## src/hdl/yfd_pkg.sv

```systemverilog
// ============================================================================
// yfd_pkg
// Shared codes and stage payload types for the Y86-64 fetch and decode block.
// ============================================================================
`default_nettype none

package yfd_pkg;

    // Status codes.
    localparam logic [1:0] ST_NORMAL = 2'd0;
    localparam logic [1:0] ST_HALTED = 2'd1;
    localparam logic [1:0] ST_EXCEPT = 2'd2;
    localparam logic [1:0] ST_STALL  = 2'd3;

    // Instruction codes.
    localparam logic [3:0] IC_HALT  = 4'h0;
    localparam logic [3:0] IC_NOP   = 4'h1;
    localparam logic [3:0] IC_RRMOV = 4'h2;
    localparam logic [3:0] IC_IRMOV = 4'h3;
    localparam logic [3:0] IC_RMMOV = 4'h4;
    localparam logic [3:0] IC_MRMOV = 4'h5;
    localparam logic [3:0] IC_OPQ   = 4'h6;
    localparam logic [3:0] IC_JXX   = 4'h7;
    localparam logic [3:0] IC_CALL  = 4'h8;
    localparam logic [3:0] IC_RET   = 4'h9;
    localparam logic [3:0] IC_PUSH  = 4'hA;
    localparam logic [3:0] IC_POP   = 4'hB;

    // Highest function code for condition and ALU groups.
    localparam logic [3:0] FN_MAX_GROUP = 4'd6;

    // The register number that means "no register".
    localparam logic [3:0] REG_NONE = 4'hF;

    // Byte counts.
    localparam logic [3:0] BYTES_MAX = 4'd10;
    localparam logic [3:0] LEN_BASE  = 4'd1;
    localparam logic [3:0] LEN_REGS  = 4'd2;
    localparam logic [3:0] LEN_CONST = 4'd8;

    // Beat widths on the stream ports.
    localparam int IN_TDATA_W  = 152;
    localparam int OUT_TDATA_W = 216;

    // Result of the first stage: opcode split and checked.
    typedef struct packed {
        logic [63:0] pc;
        logic [1:0]  status;
        logic [3:0]  icode;
        logic [3:0]  ifun;
        logic [71:0] tail;      // instruction bytes 1 to 9
        logic [3:0]  avail;     // readable count, limited to ten
    } t_dec;

    // Result of the second stage: operands read and checked.
    typedef struct packed {
        logic [63:0] pc;
        logic [1:0]  status;
        logic [3:0]  icode;
        logic [3:0]  ifun;
        logic [3:0]  reg_a;
        logic [3:0]  reg_b;
        logic [63:0] val_c;
        logic [3:0]  size;
    } t_opr;

    // Finished fetch result.
    typedef struct packed {
        logic [1:0]  status;
        logic [3:0]  icode;
        logic [3:0]  ifun;
        logic [3:0]  reg_a;
        logic [3:0]  reg_b;
        logic [63:0] val_c;
        logic [63:0] val_p;
        logic [63:0] next_pc;
    } t_res;

endpackage

`default_nettype wire

```

## src/hdl/y86_fetch_decode.sv

```systemverilog
// ============================================================================
// y86_fetch_decode
// Y86-64 fetch and decode stage with mul, div and mod in the ALU group.
// ============================================================================
// Usage:
// The slave stream carries one instruction fetch per beat: the PC, the incoming
// status, ten instruction bytes and the count of bytes that can be read without
// a fault. The master stream returns one decoded result per beat, with the
// status, icode, ifun, both register numbers, valC, valP and the predicted PC.
// A slave beat whose status says stalled is taken and produces no result.
// The work runs through three register stages: opcode decode, operand read
// and check, then valP and next PC. Each beat passes through the stages in
// order, and its result is valid on the master side once it reaches the
// output register. One beat can enter every cycle while results are taken.
// The output register is the third stage, so it also holds a finished result.
// Each stage has its own valid bit and takes a new beat whenever it is empty
// or its content moves on, so bubbles close up while the receiver stalls.
// When the receiver holds tready low, the full stages wait with their beats
// and s_axis_tready drops only once all three stages hold data.
// A synchronous active-low reset empties all stages; payload is not cleared.
// ============================================================================
`default_nettype none

module y86_fetch_decode import yfd_pkg::*; (
    input  wire logic                   i_clk,
    input  wire logic                   i_rst_n,
    input  wire logic                   s_axis_tvalid,
    output logic                        s_axis_tready,
    // pc[63:0], in_status[65:64], bytes_low[129:66], bytes_high[145:130],
    // bytes_readable[149:146], zero fill [151:150]
    input  wire logic [IN_TDATA_W-1:0]  s_axis_tdata,
    output logic                        m_axis_tvalid,
    input  wire logic                   m_axis_tready,
    // out_status[1:0], icode[5:2], ifun[9:6], reg_a[13:10], reg_b[17:14],
    // val_c[81:18], val_p[145:82], next_pc[209:146], zero fill [215:210]
    output logic [OUT_TDATA_W-1:0]      m_axis_tdata
);

    logic s1_valid;
    logic s1_ready;
    t_dec s1_dec;
    logic s2_valid;
    logic s2_ready;
    t_opr s2_opr;
    t_res res;

    // Stage one: split the opcode byte and check the icode and ifun pair.
    yfd_decode u_decode (
        .i_clk            (i_clk),
        .i_rst_n          (i_rst_n),
        .i_valid          (s_axis_tvalid),
        .o_ready          (s_axis_tready),
        .i_pc             (s_axis_tdata[63:0]),
        .i_status         (s_axis_tdata[65:64]),
        .i_bytes_low      (s_axis_tdata[129:66]),
        .i_bytes_high     (s_axis_tdata[145:130]),
        .i_bytes_readable (s_axis_tdata[149:146]),
        .o_valid          (s1_valid),
        .i_ready          (s1_ready),
        .o_dec            (s1_dec)
    );

    // Stage two: register byte, none-register rules and the constant.
    yfd_operands u_operands (
        .i_clk   (i_clk),
        .i_rst_n (i_rst_n),
        .i_valid (s1_valid),
        .o_ready (s1_ready),
        .i_dec   (s1_dec),
        .o_valid (s2_valid),
        .i_ready (s2_ready),
        .o_opr   (s2_opr)
    );

    // Stage three: the 64-bit valP add and next PC selection.
    yfd_pcgen u_pcgen (
        .i_clk   (i_clk),
        .i_rst_n (i_rst_n),
        .i_valid (s2_valid),
        .o_ready (s2_ready),
        .i_opr   (s2_opr),
        .o_valid (m_axis_tvalid),
        .i_ready (m_axis_tready),
        .o_res   (res)
    );

    assign m_axis_tdata = {6'd0, res.next_pc, res.val_p, res.val_c,
                           res.reg_b, res.reg_a, res.ifun, res.icode, res.status};

endmodule

`default_nettype wire

```

## src/hdl/yfd_decode.sv

```systemverilog
// ============================================================================
// yfd_decode
// First stage: limits the readable count, splits and checks icode and ifun.
// ============================================================================
`default_nettype none

module yfd_decode import yfd_pkg::*; (
    input  wire logic        i_clk,
    input  wire logic        i_rst_n,
    input  wire logic        i_valid,
    output logic             o_ready,
    input  wire logic [63:0] i_pc,
    input  wire logic [1:0]  i_status,
    input  wire logic [63:0] i_bytes_low,
    input  wire logic [15:0] i_bytes_high,
    input  wire logic [3:0]  i_bytes_readable,
    output logic             o_valid,
    input  wire logic        i_ready,
    output t_dec             o_dec
);

    logic r_valid;
    t_dec r_dec;
    t_dec n_dec;
    logic n_valid;

    function automatic logic code_ok(input logic [3:0] ic, input logic [3:0] fn);
        logic ok;
        case (ic)
            IC_RRMOV, IC_OPQ, IC_JXX: ok = (fn <= FN_MAX_GROUP);
            IC_HALT, IC_NOP, IC_IRMOV, IC_RMMOV, IC_MRMOV,
            IC_CALL, IC_RET, IC_PUSH, IC_POP: ok = (fn == 4'd0);
            default: ok = 1'b0;
        endcase
        return ok;
    endfunction

    always_comb begin
        n_dec.pc    = i_pc;
        n_dec.tail  = {i_bytes_high, i_bytes_low[63:8]};
        n_dec.avail = (i_bytes_readable > BYTES_MAX) ? BYTES_MAX : i_bytes_readable;
        n_dec.icode = 4'd0;
        n_dec.ifun  = 4'd0;
        n_dec.status = i_status;
        if (i_bytes_readable == 4'd0) begin
            n_dec.status = ST_EXCEPT;
        end else begin
            n_dec.icode = i_bytes_low[7:4];
            n_dec.ifun  = i_bytes_low[3:0];
            if (!code_ok(i_bytes_low[7:4], i_bytes_low[3:0])) begin
                n_dec.status = ST_EXCEPT;
            end
        end
        // A stalled beat is taken and dropped.
        n_valid = i_valid && (i_status != ST_STALL);
    end

    assign o_ready = !r_valid || i_ready;

    always_ff @(posedge i_clk) begin
        if (!i_rst_n) begin
            r_valid <= 1'b0;
        end else if (o_ready) begin
            r_valid <= n_valid;
        end
    end

    always_ff @(posedge i_clk) begin
        if (o_ready && n_valid) begin
            r_dec <= n_dec;
        end
    end

    assign o_valid = r_valid;
    assign o_dec   = r_dec;

endmodule

`default_nettype wire

```

## src/hdl/yfd_operands.sv

```systemverilog
// ============================================================================
// yfd_operands
// Second stage: reads and checks the register byte and the 8-byte constant.
// ============================================================================
`default_nettype none

module yfd_operands import yfd_pkg::*; (
    input  wire logic i_clk,
    input  wire logic i_rst_n,
    input  wire logic i_valid,
    output logic      o_ready,
    input  wire t_dec i_dec,
    output logic      o_valid,
    input  wire logic i_ready,
    output t_opr      o_opr
);

    logic r_valid;
    t_opr r_opr;
    t_opr n_opr;
    logic need_regs;
    logic need_const;
    logic [3:0] ra;
    logic [3:0] rb;

    always_comb begin
        case (i_dec.icode)
            IC_RRMOV, IC_IRMOV, IC_RMMOV, IC_MRMOV,
            IC_OPQ, IC_PUSH, IC_POP: need_regs = 1'b1;
            default: need_regs = 1'b0;
        endcase
        case (i_dec.icode)
            IC_IRMOV, IC_RMMOV, IC_MRMOV, IC_JXX, IC_CALL: need_const = 1'b1;
            default: need_const = 1'b0;
        endcase
        ra = i_dec.tail[7:4];
        rb = i_dec.tail[3:0];

        n_opr.pc     = i_dec.pc;
        n_opr.status = i_dec.status;
        n_opr.icode  = i_dec.icode;
        n_opr.ifun   = i_dec.ifun;
        n_opr.reg_a  = REG_NONE;
        n_opr.reg_b  = REG_NONE;
        n_opr.val_c  = 64'd0;
        n_opr.size   = LEN_BASE;

        if (n_opr.status != ST_EXCEPT && need_regs) begin
            if (i_dec.avail < LEN_REGS) begin
                n_opr.status = ST_EXCEPT;
            end else begin
                n_opr.size  = LEN_REGS;
                n_opr.reg_a = ra;
                n_opr.reg_b = rb;
                if (i_dec.icode == IC_IRMOV) begin
                    if (ra != REG_NONE || rb == REG_NONE) n_opr.status = ST_EXCEPT;
                end else if (i_dec.icode == IC_PUSH || i_dec.icode == IC_POP) begin
                    if (ra == REG_NONE || rb != REG_NONE) n_opr.status = ST_EXCEPT;
                end else begin
                    if (ra == REG_NONE || rb == REG_NONE) n_opr.status = ST_EXCEPT;
                end
            end
        end

        if (n_opr.status != ST_EXCEPT && need_const) begin
            if (i_dec.avail < (n_opr.size + LEN_CONST)) begin
                n_opr.status = ST_EXCEPT;
            end else begin
                // The constant follows the register byte when there is one.
                n_opr.val_c = (n_opr.size == LEN_BASE) ? i_dec.tail[63:0] : i_dec.tail[71:8];
                n_opr.size  = n_opr.size + LEN_CONST;
            end
        end
    end

    assign o_ready = !r_valid || i_ready;

    always_ff @(posedge i_clk) begin
        if (!i_rst_n) begin
            r_valid <= 1'b0;
        end else if (o_ready) begin
            r_valid <= i_valid;
        end
    end

    always_ff @(posedge i_clk) begin
        if (o_ready && i_valid) begin
            r_opr <= n_opr;
        end
    end

    assign o_valid = r_valid;
    assign o_opr   = r_opr;

endmodule

`default_nettype wire

```

## src/hdl/yfd_pcgen.sv

```systemverilog
// ============================================================================
// yfd_pcgen
// Third stage: computes valP and the predicted next PC into the output register.
// ============================================================================
`default_nettype none

module yfd_pcgen import yfd_pkg::*; (
    input  wire logic i_clk,
    input  wire logic i_rst_n,
    input  wire logic i_valid,
    output logic      o_ready,
    input  wire t_opr i_opr,
    output logic      o_valid,
    input  wire logic i_ready,
    output t_res      o_res
);

    logic r_valid;
    t_res r_res;
    t_res n_res;

    always_comb begin
        n_res.status = i_opr.status;
        n_res.icode  = i_opr.icode;
        n_res.ifun   = i_opr.ifun;
        n_res.reg_a  = i_opr.reg_a;
        n_res.reg_b  = i_opr.reg_b;
        n_res.val_c  = i_opr.val_c;
        n_res.val_p  = i_opr.pc + {60'd0, i_opr.size};
        if (i_opr.status == ST_EXCEPT || i_opr.icode == IC_HALT) begin
            n_res.next_pc = i_opr.pc;
        end else if (i_opr.icode == IC_JXX || i_opr.icode == IC_CALL) begin
            n_res.next_pc = i_opr.val_c;
        end else begin
            n_res.next_pc = n_res.val_p;
        end
    end

    assign o_ready = !r_valid || i_ready;

    always_ff @(posedge i_clk) begin
        if (!i_rst_n) begin
            r_valid <= 1'b0;
        end else if (o_ready) begin
            r_valid <= i_valid;
        end
    end

    always_ff @(posedge i_clk) begin
        if (o_ready && i_valid) begin
            r_res <= n_res;
        end
    end

    assign o_valid = r_valid;
    assign o_res   = r_res;

endmodule

`default_nettype wire

```

## config.mk

```make
export PLATFORM = sky130hd
export DESIGN_NAME = y86_fetch_decode
export DESIGN_NICKNAME = d
export VERILOG_FILES = /design/src/hdl/yfd_pkg.sv /design/src/hdl/y86_fetch_decode.sv /design/src/hdl/yfd_decode.sv /design/src/hdl/yfd_operands.sv /design/src/hdl/yfd_pcgen.sv
export SDC_FILE = /design/constraint.sdc
export NUM_CORES = 1
export LEC_CHECK = 0
export BUFFER_PORTS_ARGS = -buffer_cell sky130_fd_sc_hd__buf_4
export CAP_MARGIN = 25
export CORE_UTILIZATION = 40
export DETAILED_ROUTE_END_ITERATION = 8
export GPL_TIMING_DRIVEN = 0
export PLACE_DENSITY = 0.6
export SYNTH_ARGS = -nofsm -noshare
export SYNTH_HDL_FRONTEND = slang
export SYNTH_SLANG_ARGS = --single-unit
```

## constraint.sdc

```tcl
create_clock -name i_clk -period 19 [get_ports i_clk]
set_input_delay 3.8 -clock i_clk [delete_from_list [all_inputs] [get_ports i_clk]]
set_output_delay 3.8 -clock i_clk [all_outputs]
set_load 0.02 [all_outputs]
```

==> out/results.tsv <==
stage	metric	value	unit
timing	final setup skew	0.01922	ns
timing	number of setup violations in the final report	0	
power	switching power as a share of total power	0.2172	
final_layout	synthesis-to-layout area growth	29.10	%
clock_tree	clock latency of the later-clocked register in the worst-skew pair	0.62	ns
floorplanning	Initial Util	0.4068	
clock_tree	clock tree buffer depth	3	
yosys	Syn. warnings	0	
final_layout	final cell count without fillers	2472	
routing	post-route DRC violation count	0	
timing	max-slew violation count	0	
routing	iteration count of the initial detailed-routing pass	6	
placement	final weighted congestion in routability-driven placement	0.8928	
yosys	Avg Inst Size Synth	15.72	sq um
routing	post-DR wirelength/cell	24.45	um
global_route	grt total ovfl	0	
global_route	pin count of the biggest net entering global routing	33	
clock_tree	Post-CTS Setup Bufs	0	
final_layout	fill count	4228	
routing	routed metal-1 wire length	26120	um
power	combinational share of power	0.063	
routing	sum of met3 wire segment lengths after detailed routing	4386	um
power	worst vdd ir	0.06859	mV
global_route	total routing resource utilization after global routing	0.2290	
outcome	run status	completed	
worst_setup_path	critical path fanouts, max	5	
final_layout	nets@finish	1913	
yosys	mapped cell area	20490	sq um
floorplanning	count of standard-cell rows	82	
routing	DRC marker count from the first detailed-route iteration	1245	
timing	share of the clock period used by the worst path after layout	0.4506	
global_route	number of antenna violations at the first check in global routing	6	
timing	post-layout min period	8.561	ns
yosys	prevailing post-synth register cell	edfxtp_1	
clock_tree	clock root buffer master	clkbuf_16	
worst_setup_path	launch point of the worst reg-to-reg path	u_decode.o_dec[83]	
power	internal power contribution	2.045	mW
final_layout	Layout Cell Area excl Fill	26460	sq um
timing	unrepaired setup endpoints after global routing	false	
power	net switching power of the design	0.5675	mW
placement	number of placed instances with taps included	2366	
worst_setup_path	CP Launch Type	input port	
flow_run	Max Cap Viol	0	
yosys	number of unique standard cell types used by synthesis	73	
global_route	global-route wire length before repair	86980	um
worst_setup_path	Worst R2R Path Depth	12	
global_route	number of global-route vias before repair	12900	
timing	tightest slew margin relative to the limit	0.3717	
yosys	count of flip-flops with a built-in enable after synthesis	509	
floorplanning	standard cell core area	50380	sq um
worst_setup_path	endpoint of the most critical register-to-register path	u_operands.o_opr[3]	
floorplanning	chip width	228.4	um
yosys	share of async-settable or async-resettable flops after synthesis	0	
placement	detailed placement HPWL	44870	um
clock_tree	post-cts sizing count	0	
clock_tree	CTS clk-pin slew, worst paths	0.06	ns
power	static power due to leakage	9.672	nW
timing	count of endpoints failing hold in the final timing report	0	
worst_setup_path	Critical Path AT	4.76	ns
hold_path	Hold Crit Depth	0	
routing	number of nets still failing antenna checks after routing	0	
routing	vias	13260	
hold_path	hold endpoint	u_operands.o_opr[136]	
clock_tree	hold buffer count at CTS	0	
power	part of the power in registers	0.505	
clock_tree	clock tree from TritonCTS	done	
clock_tree	level count of the clock H-tree	2	
floorplanning	die area	52140	sq um
floorplanning	Die Y-Extent	228.4	um
final_layout	fraction of final layout cells sized beyond drive strength 1	0.2984	
yosys	Yosys reg bits	512	
power	clock share of power	0.432	
routing	DR top layer	met5	
placement	count of input and output buffers	365	
routing	Via-to-Cell Ratio	5.365	
timing	Max Clock Freq	0.1168	GHz
routing	detailed-route wire length	60450	um
yosys	count of mapped cells out of synthesis	1304	
clock_tree	Inserted Clock Buffers	55	
timing	setup_tns	0	ns
floorplanning	Ports	374	
routing	met2 wire length	28080	um
clock_tree	# clock sinks	512	
worst_setup_path	minimum setup slack among reg-to-reg paths	15.20	ns
hold_path	startpoint of the worst hold path	u_decode.o_dec[136]	
yosys	fraction of the yosys area taken by sequential cells	0.7488	
worst_setup_path	kind of end point of the critical path	output port	
worst_setup_path	class of the most critical setup path	input port to output port	
hold_path	Hold Path Class	flip-flop to flip-flop	
placement	Placed Area	24530	sq um
power	power density over the cells	98.74	nW/um^2
timing	Slew @ Worst Pin	0.9425	ns
worst_setup_path	WP data required	15.20	ns
[Yosys cell counts (4+ instances only)]
cell type | instances | area (sq um)
clkbuf_2 | 6 | 30.03
o21a_1 | 4 | 30.03
xnor2_1 | 38 | 332.8
o21ai_0 | 15 | 75.07
nor4_1 | 8 | 50.05
o311ai_0 | 12 | 105.1
nand2b_1 | 12 | 75.07
mux2i_1 | 67 | 670.6
a2bb2oi_1 | 8 | 70.07
a21oi_1 | 33 | 165.2
ha_1 | 4 | 50.05
a211oi_1 | 4 | 30.03
nand2_1 | 67 | 251.5
nand4_1 | 21 | 131.4
clkbuf_1 | 44 | 165.2
nand3_1 | 46 | 230.2
nor2b_1 | 18 | 112.6
o211ai_1 | 20 | 150.1
or2_2 | 7 | 43.79
xor2_1 | 24 | 210.2
o31a_1 | 4 | 35.03
o22a_1 | 10 | 87.58
buf_2 | 26 | 130.1
nor3_1 | 80 | 400.4
and3_1 | 7 | 43.79
buf_1 | 4 | 15.01
o22ai_1 | 12 | 75.07
edfxtp_1 | 509 | 15280
nor2_1 | 52 | 195.2
or4_1 | 16 | 120.1
a22oi_1 | 32 | 240.2
buf_4 | 6 | 45.04
inv_1 | 7 | 26.28
and4_1 | 4 | 35.03
or3_1 | 8 | 50.05
a31oi_1 | 9 | 56.30
[final cells by class]
| cell class | instances | area [sq um] | share of cell area |
|---|---|---|---|
| repair buffers | 386 | 3159 | 0.1194 |
| clock inverters | 41 | 513.0 | 0.01939 |
| diodes | 4 | 10.01 | 0.0003783 |
| multi-input cells | 704 | 4782 | 0.1808 |
| inverters | 7 | 26.28 | 0.0009931 |
| plain buffers | 86 | 385.4 | 0.01457 |
| well taps | 672 | 840.8 | 0.03178 |
| flip-flops and latches | 512 | 15340 | 0.5800 |
| clock buffers | 60 | 1395 | 0.05273 |
[placed cells by master (no fill, tap or decap), types with 8 or more instances in the layout]
master	Yosys	final
clkinv_2	0	9
edfxtp_1	509	509
a22oi_1	32	32
a21oi_1	33	33
o21ai_0	15	15
nor2_1	52	52
xor2_1	24	24
nand4_1	21	21
nand2b_1	12	12
clkbuf_1	44	49
clkinv_1	0	14
or4_1	16	16
o22a_1	10	10
nor4_1	8	8
o311ai_0	12	12
or3_1	8	8
buf_12	0	16
buf_2	26	26
mux2i_1	67	67
a2bb2oi_1	8	8
xnor2_1	38	38
o211ai_1	20	20
nand2_1	67	67
nor3_1	80	80
a31oi_1	9	9
bufinv_16	0	11
nor2b_1	18	16
nand3_1	46	46
buf_4	6	371
o22ai_1	12	12
clkbuf_16	0	55
[cell families after synthesis]
group	after synthesis	share of synthesized area
multiplexers	68	0.03327
AND/OR/NAND/NOR	377	0.1025
adder cells (fa/ha/maj)	5	0.003419
buffers and inverters	93	0.02009
other	1	0.0001830
XOR/XNOR	62	0.02650
AO/OA/AOI/OAI	186	0.06527
flip-flops	512	0.7488
[power groups by stage]
stage	clock network, mW	registers (mW)	logic, mW
4_1_cts	1.15	1.32	0.165
5_1_grt	1.19	1.32	0.177
3_3_place_gp	0	1.37	0.152
3_5_place_dp	0	1.34	0.165
2_1_floorplan	0	1.35	0.0790
6_report	1.13	1.32	0.164
[metrics by stage]
| stage | util | setup WS (ns) | hold WS [ns] | power (mW) |
|---|---|---|---|---|
| finish | 0.5252 | 10.44 | 0.4102 | 2.612 |
| global route | 0.5252 | 10.38 | 0.4203 | 2.692 |
| CTS | 0.5249 | 10.43 | 0.4128 | 2.635 |
| detailed placement | 0.4870 | 10.44 | 0.4045 | 1.507 |
| global placement | 0.4783 | -2.745 | 0.4011 | 1.519 |
| floorplan | - | 3.479 | 0.4003 | 1.433 |
[sequential cells by signal, summed over array words and instances (netlist names)]
register,count
u_pcgen.o_res,210
u_operands.o_opr,149
u_pcgen.o_valid,1
u_decode.o_dec,150
u_operands.o_valid,1
u_decode.o_valid,1
[critical path, cell delays in order]
cell	delay, ns
buf_4	0.11
nor2b_1	0.45
nand3_1	0.20
buf_4	0.20
[metal layers]
layer / up-vias / track usage
li1: 6033 / -
met3: 106 / 0.03743
met5: - / 0
met1: 6510 / 0.3245
met4: 2 / 0.08075
met2: 611 / 0.3578
[worst max-delay path by stage]
stage	startpoint	endpoint	slack (ns)	cells past startpoint
2_1_floorplan	m_axis_tready	u_operands.o_opr[0]	3.48	2
4_1_cts	m_axis_tready	s_axis_tready	10.43	4
5_1_grt	m_axis_tready	s_axis_tready	10.38	4
3_3_place_gp	m_axis_tready	u_operands.o_opr[144]	-2.75	3
6_report	m_axis_tready	s_axis_tready	10.44	4
3_5_place_dp	m_axis_tready	s_axis_tready	10.44	4
Power figures use the tool's default switching activity.
